===== config.mk =====
export PLATFORM = sky130hd
export DESIGN_NAME = pip_vmem
export DESIGN_NICKNAME = d
export VERILOG_FILES = /design/src/rtl/pip_pkg.sv /design/src/rtl/pip_vmem.sv
export SDC_FILE = /design/constraint.sdc
export NUM_CORES = 2
export LEC_CHECK = 0
export BUFFER_PORTS_ARGS = -buffer_cell sky130_fd_sc_hd__buf_2
export CAP_MARGIN = 25
export CORE_UTILIZATION = 45
export DETAILED_ROUTE_END_ITERATION = 8
export GPL_ROUTABILITY_DRIVEN = 0
export PLACE_DENSITY = 0.62
export SETUP_SLACK_MARGIN = 0.05
export SLEW_MARGIN = 20
export SYNTH_ARGS = -nofsm -noshare
export SYNTH_HDL_FRONTEND = slang
export SYNTH_SLANG_ARGS = --single-unit

===== constraint.sdc =====
create_clock -name aclk -period 12.4 [get_ports aclk]
set_input_delay 2.48 -clock aclk [delete_from_list [all_inputs] [get_ports aclk]]
set_output_delay 2.48 -clock aclk [all_outputs]
set_load 0.1 [all_outputs]

===== src/rtl/pip_pkg.sv =====
// ----------------------------------------------------------------------------
// pip_pkg
// Shared widths, codes and request/response types of the polygon guard.
// ----------------------------------------------------------------------------
package pip_pkg;

    localparam int MAX_VERTICES = 64;
    localparam int COORD_W      = 32;
    localparam int ADDR_W       = $clog2(MAX_VERTICES);
    localparam int CNT_W        = ADDR_W + 1;
    localparam int PAD_W        = 24;
    localparam int CFG_IDX_W    = 2;

    // shared multiplier: differences of two coordinates plus a sign bit
    localparam int MUL_W  = COORD_W + 2;
    localparam int PROD_W = 2 * MUL_W;
    localparam int LEN2_W = 2 * COORD_W + 3;
    localparam int SUM_W  = COORD_W + ADDR_W;

    // long divider
    localparam int REM_W     = LEN2_W + 2;
    localparam int DEN_W     = LEN2_W + 1;
    localparam int NUM_W     = 80;
    localparam int QUO_W     = 40;
    localparam int DIV_CNT_W = 7;
    localparam int DIV_ITER_ALPHA = 32;
    localparam int DIV_ITER_CEN   = 40;
    localparam int DIV_ITER_DIR   = NUM_W;

    // square root
    localparam int SQ_RAD_W  = 100;
    localparam int ROOT_W    = SQ_RAD_W / 2;
    localparam int SQ_REM_W  = ROOT_W + 3;
    localparam int SQ_CNT_W  = $clog2(ROOT_W + 1);

    localparam logic CMD_LOAD  = 1'b0;
    localparam logic CMD_QUERY = 1'b1;

    localparam logic [CFG_IDX_W-1:0] REG_VERTEX_COUNT = 2'd0;
    localparam logic [CFG_IDX_W-1:0] REG_PADDING      = 2'd1;

    typedef struct packed {
        logic                 start;
        logic [REM_W-1:0]     rem_init;
        logic [NUM_W-1:0]     num;
        logic [DEN_W-1:0]     den;
        logic [DIV_CNT_W-1:0] iter;
    } div_req_t;

    typedef struct packed {
        logic             busy;
        logic             done;
        logic [QUO_W-1:0] quot;
    } div_rsp_t;

    typedef struct packed {
        logic                start;
        logic [SQ_RAD_W-1:0] rad;
    } sqrt_req_t;

    typedef struct packed {
        logic              busy;
        logic              done;
        logic [ROOT_W-1:0] root;
    } sqrt_rsp_t;

endpackage


===== src/rtl/pip_vmem.sv =====
// ----------------------------------------------------------------------------
// pip_vmem
// Vertex store: x and y arrays, one write port, one registered read port.
// ----------------------------------------------------------------------------
module pip_vmem import pip_pkg::*; (
    input  logic                      aclk,
    input  logic                      wr_en,
    input  logic [ADDR_W-1:0]         wr_addr,
    input  logic signed [COORD_W-1:0] wr_x,
    input  logic signed [COORD_W-1:0] wr_y,
    input  logic [ADDR_W-1:0]         rd_addr,
    output logic signed [COORD_W-1:0] rd_x,
    output logic signed [COORD_W-1:0] rd_y
);

    logic signed [COORD_W-1:0] mem_x [MAX_VERTICES];
    logic signed [COORD_W-1:0] mem_y [MAX_VERTICES];

    always_ff @(posedge aclk) begin
        if (wr_en) begin
            mem_x[wr_addr] <= wr_x;
            mem_y[wr_addr] <= wr_y;
        end
        rd_x <= mem_x[rd_addr];
        rd_y <= mem_y[rd_addr];
    end

endmodule


==> metrics.yaml <==
vias: 77440
ys_async_sr_fraction_pct: 0
endpoint_kind: "flip-flop"
period_needed_ns: 6.175
synth_nets: 6583
status: "completed"
grt_max_degree: 115
drv_slew: 0
hpwl_um: 238800
area.growth.synth_to_final_pct: 13.54
hold_buffers: 0
ys_warn_count: 0
synth_top_area_share_pct: 78.93
grt_pass1_wl_um: 629400
maxSlewHeadroom_pct: 19.61
grt_pass1_vias: 76360
worst_r2r_endpoint: "rd_y[15]"
yosysTopAreaCell: "edfxtp_1"
insertion_delay_ns: 0.96
yosys-top-cells-area: "edfxtp_1 79%, mux4_2 15%, a22oi_1 1.2%"
cp-start-kind: "input pin"
synth_edf_count: 4096
routed_wl_um: 463100
endpoint: "rd_y[15]"
startpoint: "rd_addr[0]"
fin_tns_setup_ns: 0
ys_ff_latch: 4160
worstMarginPinSlew_ns: 1.206
hold_viol: 0
vias_per_cell: 6.536
p_leak_nw: 54.80
power_density_mw_per_mm2: 167.8
rows: 215
r2r-start: "mem_y[62][15]"
r2r_cells: 4
setup_violations: 0
die_area_mm2: 0.3487
firstDrtPassIters: 5
syn-instance-count: 6505
clock_sinks: 4160
ys_top_cells_by_count: "4096 x edfxtp_1, 1024 x mux4_2, 256 x a22oi_1"
drc: 0
yosysMostFrequentCell: "edfxtp_1"
fin_worst_skew_ns: 0.03526
worstPathRequired_ns: 13.24
post_cts_resized: 0
nFillCells: 26390
maxCapViolations: 0
synth.avg_cell_area_um2: 23.96
critPathKind: "in -> reg"
nets: 7005
core_area_mm2: 0.3438
critPathMaxFanout: 73
netlist_area_mm2: 0.1558
rrSetupSlack_ns: 9.65
utilization_pct: 51.47
grt_remaining_overflow: 0
holdPathStages: 4
synth-seq-area-share_pct: 79.75
clk_transition_reported_paths_ns: 0.06
io_buffers: 141
clockBufferDepth: 4
synth.distinct_cells: 30
cp.arrival_ns: 7.02
ir_drop_uv: 125.8
start_util_pct: 45.33
max_freq_mhz: 162.0
synth_ff_type: "edfxtp_1"
power_w: 0.02969
dieHeight_um: 590.5
antenna_found_initial: 43
grt_util_all_layers_pct: 26.37
min_path_type: "reg -> reg"
cts_root_buf: "clkbuf_16"
post-route-period-util_pct: 49.79
postCtsSetupRepairBufs: 0
dieWidth_um: 590.5
ant_nets: 0
cts_tree: "built"
ioPinCount: 142
final_layout_size_suffix_gt1_share_pct: 28.69
grt_setup_unrepaired: "no"
wl_per_cell_um: 39.09
numCtsBuffers: 411
drtIter0Drc: 12280
cts_max_level: 5
==> worst min-delay path by stage <==
stage,startpoint,end,slack (ns)
floorplan,mem_x[14][0],rd_x[0],0.78
global placement,mem_x[12][14],rd_x[14],0.81
detailed placement,mem_y[4][4],rd_y[4],0.82
CTS,mem_y[47][7],rd_y[7],0.84
global route,mem_y[47][7],rd_y[7],0.86
finish,mem_y[55][7],rd_y[7],0.84
==> metal layers <==
metal,up-vias,track usage [%],share of wire [%],wire length (um)
li1,29190,-,-,-
met1,42460,36.68,37,173300
met2,4961,42.29,48,222300
met3,804,5.624,11,52580
met4,26,7.610,3.2,14890
met5,-,0,0.035,163
==> cell families after synthesis <==
family / after synthesis / share of synthesized area [%]
AO/OA/AOI/OAI: 575 / 2.803
AND/OR/NAND/NOR: 278 / 0.8310
buffers and inverters: 378 / 1.242
flip-flops: 4160 / 79.75
multiplexers: 1114 / 15.38
==> sequential cells by signal, summed over array words and instances (netlist names) <==
name,cells
mem_x,2048
rd_y,32
mem_y,2048
rd_x,32
==> final cells by class <==
| type | count | area (um^2) | share of cell area, % |
|---|---|---|---|
| Sequential cell | 4160 | 124300 | 70.24 |
| Timing Repair Buffer | 386 | 3286 | 1.857 |
| Antenna cell | 18 | 45.04 | 0.02546 |
| Clock inverter | 218 | 2262 | 1.278 |
| Multi-Input combinational cell | 1967 | 30190 | 17.06 |
| Clock buffer | 542 | 11180 | 6.317 |
| Tap cell | 4557 | 5702 | 3.222 |
| Inverter | 1 | 3.754 | 0.002121 |
==> layout by cell type, fill, tap and decap left out, drive strengths merged <==
| master | n |
|---|---|
| dfxtp | 64 |
| clkbuf | 542 |
| mux4 | 1024 |
| or2 | 2 |
| a221oi | 1 |
| clkinvlp | 12 |
| o22ai | 102 |
| a211oi | 63 |
| a22oi | 256 |
| or3b | 4 |
| a21oi | 25 |
| or3 | 3 |
| bufinv | 41 |
| o221ai | 64 |
| nand3 | 133 |
| inv | 16 |
| nand2b | 4 |
| clkinv | 150 |
| mux2i | 90 |
| nand4 | 1 |
| nand2 | 7 |
| and2 | 3 |
| nor2 | 110 |
| diode | 18 |
| o211a | 64 |
| buf | 386 |
| edfxtp | 4096 |
| nand3b | 4 |
| nor2b | 7 |
==> stage by stage <==
| step | hold slack [ns] | cells | instance area [um^2] | setup slack [ns] |
|---|---|---|---|---|
| 6_report | 0.8369 | 11850 | 176900 | 6.225 |
| 5_1_grt | 0.8580 | 11840 | 176900 | 6.168 |
| 4_1_cts | 0.8399 | 11810 | 176400 | 6.194 |
| 3_5_place_dp | 0.8209 | 11050 | 162900 | 5.168 |
| 3_3_place_gp | 0.8141 | 11040 | 162600 | 5.163 |
| 2_1_floorplan | 0.7832 | 6505 | 155800 | 5.924 |
==> worst max-delay path: stages <==
cell	delay (ns)
buf_12	0.39
buf_4	0.74
buf_4	0.75
mux4_2	0.60
mux2i_1	0.87
a21oi_1	0.56
o211a_1	0.36
==> power by group <==
group          switching, W  total (W)  internal (W)
Sequential        0.0000659     0.0156        0.0156
Combinational       0.00106    0.00155      0.000484
Clock               0.00531     0.0125       0.00720
No activity file was read; power rests on OpenSTA's default activity.
