`config.mk`:
```
export PLATFORM = sky130hd
export DESIGN_NAME = pip_div
export DESIGN_NICKNAME = d
export VERILOG_FILES = /design/src/rtl/pip_pkg.sv /design/src/rtl/pip_div.sv
export SDC_FILE = /design/constraint.sdc
export NUM_CORES = 1
export LEC_CHECK = 0
export BUFFER_PORTS_ARGS = -buffer_cell sky130_fd_sc_hd__clkbuf_2
export CAP_MARGIN = 20
export CORE_MARGIN = 2
export CORE_UTILIZATION = 45
export CTS_CLUSTER_DIAMETER = 200
export CTS_CLUSTER_SIZE = 14
export DETAILED_ROUTE_END_ITERATION = 10
export PLACE_DENSITY = 0.73
export SLEW_MARGIN = 10
export SYNTH_ARGS = -nofsm -noshare
export SYNTH_HDL_FRONTEND = slang
export SYNTH_SLANG_ARGS = --single-unit
```
`constraint.sdc`:
```
create_clock -name aclk -period 6.8 [get_ports aclk]
set_input_delay 0.68 -clock aclk [delete_from_list [all_inputs] [get_ports aclk]]
set_output_delay 0.68 -clock aclk [all_outputs]
set_load 0.02 [all_outputs]
```
`src/rtl/pip_pkg.sv`:
```
// ----------------------------------------------------------------------------
// pip_pkg
// Shared widths, codes and request/response types of the polygon guard.
// ----------------------------------------------------------------------------
package pip_pkg;

    localparam int MAX_VERTICES = 64;
    localparam int COORD_W      = 32;
    localparam int ADDR_W       = $clog2(MAX_VERTICES);
    localparam int CNT_W        = ADDR_W + 1;
    localparam int PAD_W        = 24;
    localparam int CFG_IDX_W    = 2;

    // shared multiplier: differences of two coordinates plus a sign bit
    localparam int MUL_W  = COORD_W + 2;
    localparam int PROD_W = 2 * MUL_W;
    localparam int LEN2_W = 2 * COORD_W + 3;
    localparam int SUM_W  = COORD_W + ADDR_W;

    // long divider
    localparam int REM_W     = LEN2_W + 2;
    localparam int DEN_W     = LEN2_W + 1;
    localparam int NUM_W     = 80;
    localparam int QUO_W     = 40;
    localparam int DIV_CNT_W = 7;
    localparam int DIV_ITER_ALPHA = 32;
    localparam int DIV_ITER_CEN   = 40;
    localparam int DIV_ITER_DIR   = NUM_W;

    // square root
    localparam int SQ_RAD_W  = 100;
    localparam int ROOT_W    = SQ_RAD_W / 2;
    localparam int SQ_REM_W  = ROOT_W + 3;
    localparam int SQ_CNT_W  = $clog2(ROOT_W + 1);

    localparam logic CMD_LOAD  = 1'b0;
    localparam logic CMD_QUERY = 1'b1;

    localparam logic [CFG_IDX_W-1:0] REG_VERTEX_COUNT = 2'd0;
    localparam logic [CFG_IDX_W-1:0] REG_PADDING      = 2'd1;

    typedef struct packed {
        logic                 start;
        logic [REM_W-1:0]     rem_init;
        logic [NUM_W-1:0]     num;
        logic [DEN_W-1:0]     den;
        logic [DIV_CNT_W-1:0] iter;
    } div_req_t;

    typedef struct packed {
        logic             busy;
        logic             done;
        logic [QUO_W-1:0] quot;
    } div_rsp_t;

    typedef struct packed {
        logic                start;
        logic [SQ_RAD_W-1:0] rad;
    } sqrt_req_t;

    typedef struct packed {
        logic              busy;
        logic              done;
        logic [ROOT_W-1:0] root;
    } sqrt_rsp_t;

endpackage

```
`src/rtl/pip_div.sv`:
```
// ----------------------------------------------------------------------------
// pip_div
// Restoring long divider, one quotient bit per cycle, preloadable remainder.
// ----------------------------------------------------------------------------
module pip_div import pip_pkg::*; (
    input  logic     aclk,
    input  logic     aresetn,
    input  div_req_t req,
    output div_rsp_t rsp
);

    logic                 busy_reg;
    logic                 done_reg;
    logic [DIV_CNT_W-1:0] cnt_reg;
    logic [REM_W-1:0]     rem_reg;
    logic [NUM_W-1:0]     num_reg;
    logic [DEN_W-1:0]     den_reg;
    logic [QUO_W-1:0]     quot_reg;

    logic [REM_W-1:0] rem_sh;
    logic             ge;

    assign rem_sh = {rem_reg[REM_W-2:0], num_reg[NUM_W-1]};
    assign ge     = rem_sh >= REM_W'(den_reg);

    always_ff @(posedge aclk) begin
        if (!aresetn) begin
            busy_reg <= 1'b0;
            done_reg <= 1'b0;
        end else begin
            done_reg <= 1'b0;
            if (req.start) begin
                busy_reg <= 1'b1;
                cnt_reg  <= req.iter;
                rem_reg  <= req.rem_init;
                num_reg  <= req.num;
                den_reg  <= req.den;
                quot_reg <= '0;
            end else if (busy_reg) begin
                rem_reg  <= ge ? rem_sh - REM_W'(den_reg) : rem_sh;
                num_reg  <= {num_reg[NUM_W-2:0], 1'b0};
                quot_reg <= {quot_reg[QUO_W-2:0], ge};
                cnt_reg  <= cnt_reg - 1'b1;
                if (cnt_reg == DIV_CNT_W'(1)) begin
                    busy_reg <= 1'b0;
                    done_reg <= 1'b1;
                end
            end
        end
    end

    assign rsp.busy = busy_reg;
    assign rsp.done = done_reg;
    assign rsp.quot = quot_reg;

endmodule

```
==> out/results.tsv <==
metric	value	unit
grt_first_pass_wirelength	61860	µm
peakVddDrop	0.2802	mV
finalNonFillerCells	2042	
rows	67	
worstPathRequired	7100	ps
fin_crit	4844	ps
ctsResizeCount	0	
h-tree-depth	1	
synth_common_cells	263 x edfxtp_1, 138 x mux2_2, 106 x a21oi_1	
path_max_fanout	53	
stdcell_area	17720	µm²
post-synth-top-count-cell	edfxtp_1	
ys_types	67	
hold_buffers	0	
dpl.hpwl	28280	µm
fillCellCount	2989	
clkTransAtPathRegs	70	ps
fin_skew	21.59	ps
clock_latency	560	ps
min_from	req[22]	
syn_area	15450	µm²
firstDrtPassIters	7	
grt-ovfl-total	0	
drtIter0Drc	927	
arrival	5140	ps
final_layout_size_suffix_gt1_share	27.92	%
rr_worst_depth	11	
r2r-end	rem_reg[44]	
maxSlewViolCount	0	
vias	11410	
path_cells	ha_1 > nand3_1 > or4_1 > or3_1 > o311ai_2 > o211ai_2 > a311oi_4 > or2_2 > buf_12 > mux2_2 > mux2_2	
cts_sinks	265	
yosys_warnings	0	
io_pins	269	
die-width	189.3	µm
synthArstFlopShare	0	%
rsz0062_at_grt	false	
avgSynthCellArea	11.41	µm²
core	33700	µm²
initial_core_util	45.86	%
worstSetupEndpointType	flip-flop	
cts_buffer_depth	3	
ys_ff_latch	265	
cap_viol_max_count	0	
die_h	189.3	µm
crit_type	flip-flop to flip-flop	
detail-route-antenna-nets	0	
fmax	206.5	MHz
synth_ff_type	edfxtp_1	
rrSetupSlack	1960	ps
gp_congestion	0.9164	
syn_to_final_growth	14.70	%
final.setup.tns	0	ps
crit_path_frequent_cell	mux2_2	
hold_viol	0	
crit_path_top_delay_cell	or4_1	
place_inst	2008	
synthTopCellsByArea	edfxtp_1 51%, mux2_2 10%, ha_1 5.7%	
dpl-instance-area	17100	µm²
p_per_area	250.8	nW/µm²
reg2reg_from	rem_reg[19]	
cts_buffers	22	
post-route-period-util	71.23	%
slew_headroom	29.90	%
synth_top_cell_by_area	edfxtp_1	
worstSetupStartpointType	flip-flop	
cts_setup_buffers	0	
nets	1882	
io_buffers	267	
synth_top_area_share	51.11	%
status	finished, final reports clean	
holdPathEnd	den_reg[15]	
die_area	35840	µm²
p_leak	0.007045	µW
grt_util_all_layers	21.70	%
slowest_delay	580	ps
synth_edf_count	263	
synthesis.nets	1652	
ys_seq_area_share	51.36	%
totalWireLength	39010	µm
antenna_cells	0	
clock-root-buffer	clkbuf_16	
viasPerCell	5.586	
grt_max_degree	157	
setup_viol	0	
cts_tree	built	
antenna_found_initial	1	
drc	0	
tightest_slew	1051	ps
hold_class	input port to flip-flop	
largest_reg_flops	80	
grt_pass1_vias	11550	
whs_path_depth	1	
wl_per_cell	19.10	µm
synthCells	1354	
how the worst max path moves through the flow:
| stage | start | to | slack, ps |
|---|---|---|---|
| CTS | rem_reg[19] | rem_reg[44] | 1870 |
| floorplan | req[224] | cnt_reg[0] | 680 |
| finish | rem_reg[19] | rem_reg[44] | 1960 |
| detailed placement | rem_reg[19] | rem_reg[44] | 1860 |
| global route | rem_reg[19] | rem_reg[44] | 1700 |
| global placement | rem_reg[19] | rem_reg[48] | 2020 |
where the power goes:
group          internal [µW]  switching [µW]
Sequential              1970            53.2
Combinational            529             690
Clock                    603             601
Total                   3100            1340
stage by stage:
stage	setup WS (ps)	util, %	power [µW]	hold WS (ps)
2_1_floorplan	684.0	-	2956	427.9
3_3_place_gp	2016	50.75	3232	457.1
3_5_place_dp	1864	50.75	3262	459.9
4_1_cts	1867	52.60	4477	268.9
5_1_grt	1700	52.60	4680	268.2
6_report	1956	52.60	4445	296.8
cells by family (layout without fill, tap and decap cells):
group | count (synthesis) | after routing | share of synthesized area [%]
AO/OA/AOI/OAI | 308 | 308 | 12.66
flip-flops | 265 | 265 | 51.36
XOR/XNOR | 65 | 65 | 3.684
buffers and inverters | 166 | 406 | 4.607
AND/OR/NAND/NOR | 326 | 326 | 10.78
multiplexers | 153 | 153 | 11.11
adder cells (fa/ha/maj) | 71 | 71 | 5.797
area by class of cell:
cell class              count  area (µm²)  area share, %
well taps                 448       560.5          3.163
multi-input cells         923        6814          38.44
clock inverters             1       30.03         0.1694
clock buffers              33       591.8          3.339
flip-flops and latches    265        7938          44.78
inverters                  98       367.9          2.075
repair buffers            274        1423          8.026
critical path: cells and delay by family, from the launching register on:
kind                       cells  cell delay, ps
AOI/OAI and AO/OA              3             940
adders and majority gates      1             490
buffers and inverters          1             340
DFF                            1             420
muxes                          2             640
and+or+nand+nor                4            1720
per-layer routing:
metal  track usage (%)  vias to the layer above  part of all wire (%)
li1                  -                     5455                     -
met1             27.71                     5450                    42
met2             35.39                      423                    46
met3             6.636                       77                   8.5
met4             6.738                        2                   3.2
met5                 0                        -                 0.033
cells in the final DEF (no fill, tap or decap), drive strengths merged, types with 12 or more instances in the layout:
| cell | n |
|---|---|
| clkbuf | 300 |
| nor2 | 58 |
| edfxtp | 263 |
| xnor2 | 46 |
| xor2 | 19 |
| o21ai | 72 |
| nor2b | 58 |
| nand4 | 25 |
| mux2 | 148 |
| a21o | 22 |
| ha | 70 |
| nor3 | 23 |
| a21oi | 106 |
| nor4 | 12 |
| nand2 | 93 |
| inv | 98 |
(Power assumes the default switching activity.)
