$ cat src/rtl/pip_pkg.sv
// ----------------------------------------------------------------------------
// pip_pkg
// Shared widths, codes and request/response types of the polygon guard.
// ----------------------------------------------------------------------------
package pip_pkg;

    localparam int MAX_VERTICES = 64;
    localparam int COORD_W      = 32;
    localparam int ADDR_W       = $clog2(MAX_VERTICES);
    localparam int CNT_W        = ADDR_W + 1;
    localparam int PAD_W        = 24;
    localparam int CFG_IDX_W    = 2;

    // shared multiplier: differences of two coordinates plus a sign bit
    localparam int MUL_W  = COORD_W + 2;
    localparam int PROD_W = 2 * MUL_W;
    localparam int LEN2_W = 2 * COORD_W + 3;
    localparam int SUM_W  = COORD_W + ADDR_W;

    // long divider
    localparam int REM_W     = LEN2_W + 2;
    localparam int DEN_W     = LEN2_W + 1;
    localparam int NUM_W     = 80;
    localparam int QUO_W     = 40;
    localparam int DIV_CNT_W = 7;
    localparam int DIV_ITER_ALPHA = 32;
    localparam int DIV_ITER_CEN   = 40;
    localparam int DIV_ITER_DIR   = NUM_W;

    // square root
    localparam int SQ_RAD_W  = 100;
    localparam int ROOT_W    = SQ_RAD_W / 2;
    localparam int SQ_REM_W  = ROOT_W + 3;
    localparam int SQ_CNT_W  = $clog2(ROOT_W + 1);

    localparam logic CMD_LOAD  = 1'b0;
    localparam logic CMD_QUERY = 1'b1;

    localparam logic [CFG_IDX_W-1:0] REG_VERTEX_COUNT = 2'd0;
    localparam logic [CFG_IDX_W-1:0] REG_PADDING      = 2'd1;

    typedef struct packed {
        logic                 start;
        logic [REM_W-1:0]     rem_init;
        logic [NUM_W-1:0]     num;
        logic [DEN_W-1:0]     den;
        logic [DIV_CNT_W-1:0] iter;
    } div_req_t;

    typedef struct packed {
        logic             busy;
        logic             done;
        logic [QUO_W-1:0] quot;
    } div_rsp_t;

    typedef struct packed {
        logic                start;
        logic [SQ_RAD_W-1:0] rad;
    } sqrt_req_t;

    typedef struct packed {
        logic              busy;
        logic              done;
        logic [ROOT_W-1:0] root;
    } sqrt_rsp_t;

endpackage

$ cat src/rtl/pip_isqrt.sv
// ----------------------------------------------------------------------------
// pip_isqrt
// Digit-by-digit integer square root, one result bit per cycle.
// ----------------------------------------------------------------------------
module pip_isqrt import pip_pkg::*; (
    input  logic      aclk,
    input  logic      aresetn,
    input  sqrt_req_t req,
    output sqrt_rsp_t rsp
);

    logic                busy_reg;
    logic                done_reg;
    logic [SQ_CNT_W-1:0] cnt_reg;
    logic [SQ_RAD_W-1:0] rad_reg;
    logic [SQ_REM_W-1:0] rem_reg;
    logic [ROOT_W-1:0]   root_reg;

    logic [SQ_REM_W-1:0] rem_sh;
    logic [SQ_REM_W-1:0] trial;
    logic                ge;

    assign rem_sh = {rem_reg[SQ_REM_W-3:0], rad_reg[SQ_RAD_W-1 -: 2]};
    assign trial  = SQ_REM_W'({root_reg, 2'b01});
    assign ge     = rem_sh >= trial;

    always_ff @(posedge aclk) begin
        if (!aresetn) begin
            busy_reg <= 1'b0;
            done_reg <= 1'b0;
        end else begin
            done_reg <= 1'b0;
            if (req.start) begin
                busy_reg <= 1'b1;
                cnt_reg  <= SQ_CNT_W'(ROOT_W);
                rad_reg  <= req.rad;
                rem_reg  <= '0;
                root_reg <= '0;
            end else if (busy_reg) begin
                rem_reg  <= ge ? rem_sh - trial : rem_sh;
                rad_reg  <= {rad_reg[SQ_RAD_W-3:0], 2'b00};
                root_reg <= {root_reg[ROOT_W-2:0], ge};
                cnt_reg  <= cnt_reg - 1'b1;
                if (cnt_reg == SQ_CNT_W'(1)) begin
                    busy_reg <= 1'b0;
                    done_reg <= 1'b1;
                end
            end
        end
    end

    assign rsp.busy = busy_reg;
    assign rsp.done = done_reg;
    assign rsp.root = root_reg;

endmodule

$ cat config.mk
export PLATFORM = sky130hd
export DESIGN_NAME = pip_isqrt
export DESIGN_NICKNAME = d
export VERILOG_FILES = /design/src/rtl/pip_pkg.sv /design/src/rtl/pip_isqrt.sv
export SDC_FILE = /design/constraint.sdc
export NUM_CORES = 1
export LEC_CHECK = 0
export BUFFER_PORTS_ARGS = -buffer_cell sky130_fd_sc_hd__clkbuf_2
export CORE_UTILIZATION = 50
export CTS_BUF_LIST = sky130_fd_sc_hd__clkbuf_4
export DETAILED_ROUTE_END_ITERATION = 16
export MAX_ROUTING_LAYER = met4
export PLACE_DENSITY = 0.75
export SLEW_MARGIN = 10
export SYNTH_ARGS = -nofsm -noshare
export SYNTH_HDL_FRONTEND = slang
export SYNTH_SLANG_ARGS = --single-unit
$ cat constraint.sdc
create_clock -name aclk -period 12.5 [get_ports aclk]
set_input_delay 1.25 -clock aclk [delete_from_list [all_inputs] [get_ports aclk]]
set_output_delay 1.25 -clock aclk [all_outputs]
set_load 0.02 [all_outputs]
==> results of run 1 <==
[through the flow]
stage               hold slack, ns  cells  utilization, %  instance area [um2]
floorplan                    0.475   1073               -                11800
detailed placement           0.503   1487            56.0                12800
finish                       0.521   1582            58.8                13500
global placement             0.498   1487            56.0                12800
global route                 0.541   1582            58.8                13500
CTS                          0.527   1581            58.8                13500
[Yosys cell counts (5+ instances only)]
library cell    n  share of area [%]
inv_1          67                2.1
clkbuf_1       47                1.5
o21bai_1       15               0.95
o21ai_0        28                1.2
nor3_1         13               0.55
or3_1           6               0.32
nand3_1        11               0.46
o211ai_1        9               0.57
a21o_1         26                1.6
a211oi_1       14               0.89
and3_1          9               0.48
edfxtp_1      207                 52
mux2_2         98                9.3
a31oi_1         8               0.42
and2_1         11               0.58
o21a_1          5               0.32
buf_2           9               0.38
a21oi_1       100                4.2
xor2_1         10               0.74
xnor2_1        34                2.5
nor2_1         97                3.1
nand4_1        21                1.1
nand2_1       108                3.4
ha_1           54                5.7
nand2b_1        6               0.32
nor2b_1         5               0.26
[power by group through the flow]
| stage | registers (uW) | clock network, uW | logic (uW) |
|---|---|---|---|
| final | 869 | 558 | 478 |
| after global routing | 875 | 609 | 533 |
| after CTS | 870 | 578 | 477 |
| after detailed placement | 884 | 0 | 474 |
| after global placement | 883 | 0 | 465 |
| after floorplan | 895 | 0 | 351 |
[routing by layer]
| layer | vias to the layer above | share of wire [%] | track usage, % |
|---|---|---|---|
| met2 | 298 | 45 | 34.7 |
| met1 | 4159 | 44 | 29.1 |
| li1 | 4266 | - | - |
| met5 | - | 0 | - |
| met3 | 59 | 8.3 | 6.69 |
| met4 | 0 | 2.4 | 8.03 |
[final timing paths]
path | startpoint | endpoint | slack [ns]
worst max-delay path | root_reg[2] | rem_reg[46] | 8.36
worst min-delay path | busy_reg | done_reg | 0.52
worst max register to register | root_reg[2] | rem_reg[46] | 8.36
worst min register to register | busy_reg | done_reg | 0.52
[final cells by class]
class,count,area [um2],area share (%)
Tap cell,313,392,2.91
Antenna cell,1,2.50,0.0186
Timing Repair Buffer,161,830,6.16
Multi-Input combinational cell,737,5100,37.9
Sequential cell,209,6260,46.4
Inverter,67,251,1.87
Clock inverter,22,98.8,0.734
Clock buffer,72,541,4.01
[kinds of logic after synthesis]
| logic type | synth area share, % |
|---|---|
| multiplexers | 9.40 |
| flip-flops | 52.8 |
| XOR/XNOR | 3.25 |
| adder cells (fa/ha/maj) | 5.71 |
| AND/OR/NAND/NOR | 11.6 |
| buffers and inverters | 4.28 |
| AO/OA/AOI/OAI | 13.0 |
==> results.ini, run 1 <==
[outcome]
status=complete, no violations

[global_routing]
track_usage_pct=22.9
grt_start_max_net_pins=90
grt_pass1_vias=8789
overflow=0
antenna_found_initial=1
grt_pass1_wl_mm=42.9

[cts]
cts_resized=0
cts.sinks=209
htreeDepth=2
numCtsBuffers=54
post-cts-setup-buffers=0
clk_pin_slew_ns=0.07
cts_hold_buf=0
cts_tree=done
clk_latency_ns=0.68
cts_root_buf=clkbuf_4
clockBufferDepth=3

[floorplan]
core_area_um2=22900
die_area_um2=24300
num_rows=55
die_h_um=156
die-width_um=156
initial_core_util_pct=51.7
num_io_pins=155

[synth]
synth_cells=1073
ys_ff_latch=209
synth_edf_count=207
synth_nets=1230
yosysSeqAreaShare_pct=52.8
ys.warnings.count=0
syn_area_um2=11800
synth_cell_types=56
ys.flop_type=edfxtp_1
async_flop_share_pct=0
avgSynthCellArea_um2=11.0

[drt]
dr.pass1.iters=5
drt_iter0_drc=589
via_per_inst=5.55
wl_mm=26.3
drc=0
num_vias=8782
routedWlPerCell_um=16.6
postRouteAntennaNets=0

[sta]
rsz0062_at_grt=false
fin_crit_ns=4.14
slew_viol_final=0
finalCritPeriodShare_pct=33.1
finClkSkew_ns=0.0325
worstMarginPinSlew_ns=1.14
hold_violations=0
finalSetupViolCount=0
slew_headroom_pct=24.1
max_freq_mhz=242
timing.final.ws_setup_ns=8.36
totalNegativeSetupSlack_ns=0

[critical_path]
crit_arrival_ns=4.51
path_cells=inv_1 -> ha_1 -> a21o_1 -> o21bai_1 -> a221oi_2 -> a2111oi_4 -> o211a_4 -> a22oi_2 -> a21o_1 -> buf_4 -> or3_1 -> o221ai_1
reg2regPathDepth=12
worstSetupEndpointType=flip-flop
cp_max_fo=26
critical_path_buf_inv_count=2
cp_top_family=compound AO/OA/AOI/OAI gates
cp_slowest_cell=a221oi_2
cp_common_cell=a21o_1
critical_path_class=reg -> reg
path_depth=12
cp-start-kind=flip-flop
crit_required_ns=12.87
max_stage_delay_ns=0.62

[cells_and_area]
drive_gt1_share_pct=27.4
area_growth_pct=13.7
largest_reg_flops=100
nNetsFinal=1387
final_common_cell=edfxtp_1
nFillCells=1994
layout_common_cells=edfxtp_1 (207), clkbuf_2 (153), nand2_1 (108), a21oi_1 (99), mux2_2 (98)

[place]
place_ws_ns=8.39
gp_congestion=0.932
port_buffers=154
dp_hpwl_mm=18.4

[hold_path]
whs_path_depth=1
min_path_type=reg -> reg

[pwr]
total_power_uw=1910
intPower_uw=1300
power_density_nw_per_um2=141
p_comb_share_pct=25.1
p_leak_uw=0.00546
seq_power_share_pct=45.6
switchingPower_uw=602
peakVddDrop_mv=0.0781
sw_frac_of_total_pct=31.6
clkPwrFrac_pct=29.3

[job]
maxCapViolCount=0

No activity file was read; power rests on OpenSTA's default activity.
==> inputs of run 2 (changes only) <==
clock period = 3.9 ns   (was 12.5 ns; I/O delays follow)
==> run 2 against run 1 <==
Routed wire length is 13% higher. Maximum frequency rose by 17%. Final cell count rose by 7.6%. Core utilization increased by 5.3 points. Sequential share of layout area down 3.9 points. Count of clock-buffer cells in the layout is 13 higher. First-iteration DRC count increased by 0.51%. Die area is the same. Power rose to 3.4 times the previous value. Combinational power increased to 3.5 times the previous value. Largest power group unchanged.
==> results.ini, run 2 (synthesis gave the netlist of run 1 again) <==
[job]
maxCapViolCount=0

[place]
port_buffers=154
gp_congestion=0.902
dp_hpwl_mm=18.5

[critical_path]
crit_arrival_ns=4.05
cp-start-kind=flip-flop
worstSetupEndpointType=flip-flop
crit_required_ns=4.40
cp_max_fo=16
cp_slowest_cell=or4_1
max_stage_delay_ns=0.52
critical_path_class=reg -> reg
critical_path_buf_inv_count=3
path_cells=inv_1 -> ha_1 -> o211ai_1 -> o21bai_1 -> a221oi_2 -> buf_4 -> a2111oi_4 -> o211a_4 -> a22oi_2 -> a21o_1 -> buf_4 -> or4_1 -> o221ai_1
cp_common_cell=buf_4
cp_top_family=compound AO/OA/AOI/OAI gates

[pwr]
p_comb_share_pct=26.0
clkPwrFrac_pct=30.8
sw_frac_of_total_pct=31.6
seq_power_share_pct=43.2
power_density_nw_per_um2=439
switchingPower_uw=2040
peakVddDrop_mv=0.320
p_leak_uw=0.00600
intPower_uw=4410

[cts]
post-cts-setup-buffers=0
cts_hold_buf=100
clockBufferDepth=3
htreeDepth=2
cts.sinks=209
numCtsBuffers=57
cts_tree=done
cts_root_buf=clkbuf_4
clk_pin_slew_ns=0.06
cts_resized=0
clk_latency_ns=0.69

[cells_and_area]
final_common_cell=edfxtp_1
layout_common_cells=edfxtp_1 (207), clkbuf_2 (153), nand2_1 (108), dlygate4sd3_1 (100), a21oi_1 (99)
utilization_pct=64.1
drive_gt1_share_pct=26.7
area_growth_pct=24.0
largest_reg_flops=100
nNetsFinal=1499

[global_routing]
grt_start_max_net_pins=85
grt_pass1_vias=9475
grt_pass1_wl_mm=47.8
antenna_found_initial=2
overflow=0
track_usage_pct=25.6

[floorplan]
die_area_um2=24300
core_area_um2=22900
num_io_pins=155
die-width_um=156
die_h_um=156
initial_core_util_pct=51.7
num_rows=55

[sta]
slew_viol_final=0
finClkSkew_ns=0.0338
fin_crit_ns=3.55
finalSetupViolCount=0
rsz0062_at_grt=false
hold_violations=0
slew_headroom_pct=57.2
worstMarginPinSlew_ns=0.639
finalCritPeriodShare_pct=90.9
max_freq_mhz=282
totalNegativeSetupSlack_ns=0

[drt]
routedWlPerCell_um=17.5
num_vias=9366
dr.pass1.iters=8
postRouteAntennaNets=0
drt_iter0_drc=592
wl_mm=29.7
drc=0
via_per_inst=5.50

[outcome]
status=complete, no violations

[hold_path]
min_path_type=in -> reg

run 2: cell types whose count changed in the layout (fill, tap and decap cells not counted), moves of 3 or more:
| cell | change |
|---|---|
| dlygate4sd3_1 | +100 |
| clkinv_1 | -3 |
| clkbuf_4 | +13 |
| buf_4 | +4 |
| buf_12 | +5 |
run 2: layout make-up:
class / count / area (um2)
fillers: 1761 / 8230
clock buffers: 85 / 638
diodes: 2 / 5.00
inverters: 67 / 251
well taps: 313 / 392
repair buffers: 270 / 1960
clock inverters: 19 / 87.6
multi-input cells: 737 / 5100
flip-flops and latches: 209 / 6260
run 2: stage by stage:
step,total power [uW],area [um2],hold WS [ns],std cells,setup slack [ns]
detailed placement,4390,13000,0.495,1496,0.401
CTS,6440,14700,0.0568,1700,0.368
floorplan,3980,11800,0.475,1073,0.115
global placement,4360,13000,0.497,1496,0.493
global route,6800,14700,0.0394,1702,0.174
finish,6450,14700,0.0917,1702,0.354
run 2: power by group through the flow:
stage	Sequential (uW)	Combinational, uW	Clock [uW]
6_report	2790	1680	1990
5_1_grt	2800	1850	2150
4_1_cts	2780	1650	2010
3_5_place_dp	2830	1570	0
3_3_place_gp	2820	1540	0
2_1_floorplan	2850	1120	0
run 2: worst paths after layout:
path	startpoint	endpoint	slack (ns)	cells after the start
max	root_reg[2]	rem_reg[50]	0.35	13
min	req[98]	rad_reg[98]	0.09	2
max reg2reg	root_reg[2]	rem_reg[50]	0.35	13
min reg2reg	busy_reg	done_reg	0.51	1
run 2: per-layer routing:
metal	wire length [um]	share of wire, %	GRT usage [%]
met3	1880	6.3	5.25
met2	14100	48	41.6
met4	680	2.3	8.26
met5	0	0	-
met1	13000	44	32.0
==> inputs of run 3 (changes only) <==
clock period = 4.2 ns   (was 3.9 ns; I/O delays follow)
==> run 3 against run 2 <==
Combinational power decreased by 8%. Sequential cell count did not move. Power is 7.9% lower. Via count about the same. Sequential power shrank 7.2%. Global-route usage is 0.20 points higher. Core utilization is 0.62 points lower. Die area unchanged. Critical path type unchanged. Critical endpoint is now rem_reg[30]. Largest power group unchanged.
==> results.ini, run 3 (synthesis gave the netlist of run 1 again) <==
[outcome]
status=complete, no violations

[critical_path]
cp_top_family=compound AO/OA/AOI/OAI gates
cp-start-kind=flip-flop
critical_path_buf_inv_count=2
crit_required_ns=4.72
crit_arrival_ns=4.38
critical_path_class=reg -> reg
max_stage_delay_ns=0.63
cp_slowest_cell=a221oi_2
worstSetupEndpointType=flip-flop
cp_max_fo=20
path_cells=inv_1 -> ha_1 -> a21o_1 -> o21bai_1 -> a221oi_2 -> a2111oi_4 -> o211a_4 -> a22oi_2 -> a21o_1 -> buf_4 -> nand2_1 -> a21oi_1
cp_common_cell=a21o_1

[cells_and_area]
largest_reg_flops=100
drive_gt1_share_pct=26.7
multi_input_area_um2=5100
nNetsFinal=1489
nFillCells=1816
seq_area_um2=6260
layout_common_cells=edfxtp_1 (207), clkbuf_2 (153), nand2_1 (108), a21oi_1 (99), mux2_2 (98)
final_common_cell=edfxtp_1
area_growth_pct=22.8
fin_area_um2=14500

[sta]
finalCritPeriodShare_pct=91.8
finClkSkew_ns=0.0251
hold_violations=0
hold_slack_ns=0.0522
fin_crit_ns=3.86
slew_viol_final=0
rsz0062_at_grt=false
totalNegativeSetupSlack_ns=0
finalSetupViolCount=0
max_freq_mhz=259
slew_headroom_pct=45.6
worstMarginPinSlew_ns=0.816

[pwr]
p_leak_uw=0.00594
power_density_nw_per_um2=408
peakVddDrop_mv=0.302

[drt]
postRouteAntennaNets=0
wl_mm=30.2
num_vias=9359
drt_iter0_drc=770
dr.pass1.iters=6
routedWlPerCell_um=18.0
drc=0
via_per_inst=5.56

[floorplan]
core_area_um2=22900
die_h_um=156
die_area_um2=24300
num_io_pins=155
die-width_um=156
initial_core_util_pct=51.7
num_rows=55

[place]
port_buffers=154
gp_congestion=0.891
dp_hpwl_mm=18.5
place_area_um2=12900

[cts]
cts.sinks=209
clk_latency_ns=0.70
post-cts-setup-buffers=0
clockBufferDepth=3
cts_tree=done
cts_root_buf=clkbuf_4
htreeDepth=2
clk_pin_slew_ns=0.06
numCtsBuffers=56

[hold_path]
min_path_type=in -> reg

[global_routing]
grt_pass1_vias=9527
grt_pass1_wl_mm=47.9
antenna_found_initial=1
grt_start_max_net_pins=146
overflow=0
track_usage_pct=25.8

[job]
maxCapViolCount=0

## run 3: changes by cell type in the layout (fill, tap and decap cells not counted), moves of 2 or more
cell	delta
buf_12	-2
dlygate4sd3_1	-6
clkinv_2	-2
clkinv_1	-8
## run 3: worst paths after layout
path / depth (start not counted) / start / to / slack [ns]
worst max-delay path: 12 / root_reg[2] / rem_reg[30] / 0.34
worst min-delay path: 2 / req[66] / rad_reg[66] / 0.05
worst max register to register: 12 / root_reg[2] / rem_reg[30] / 0.34
worst min register to register: 1 / busy_reg / done_reg / 0.54
## run 3: what timing repair did
action / 4_1_cts / 5_1_grt
hold endpoints to repair: 83 / 11
gates resized for setup: 0 / 0
hold buffers: 83 / 11
## run 3: metrics by stage
stage,setup WS [ns],util [%],std cells,power (uW)
2_1_floorplan,0.385,-,1073,3690
3_3_place_gp,0.549,56.3,1493,4040
3_5_place_dp,0.382,56.3,1493,4070
4_1_cts,0.327,63.0,1671,5930
5_1_grt,0.0818,63.5,1683,6260
6_report,0.343,63.5,1683,5940
## run 3: layout make-up
| class | count | area share (%) |
|---|---|---|
| Sequential cell | 209 | 43.0 |
| Clock buffer | 86 | 4.44 |
| Multi-Input combinational cell | 737 | 35.1 |
| Timing Repair Buffer | 261 | 12.7 |
| Tap cell | 313 | 2.69 |
| Clock inverter | 9 | 0.327 |
| Inverter | 67 | 1.73 |
| Antenna cell | 1 | 0.0172 |
## run 3: routing by layer
metal	vias up	wire length [um]	GRT usage, %
met4	0	570	7.38
met3	50	2160	5.83
met2	388	14800	42.2
met1	4443	12700	32.1
li1	4478	-	-
met5	-	0	-
## run 3: power by group
part / leakage [uW] / switching (uW) / internal [uW]
Combinational: 0.00350 / 905 / 639
Clock: 0.000422 / 879 / 926
Sequential: 0.00201 / 78.5 / 2510
Total: 0.00594 / 1860 / 4080
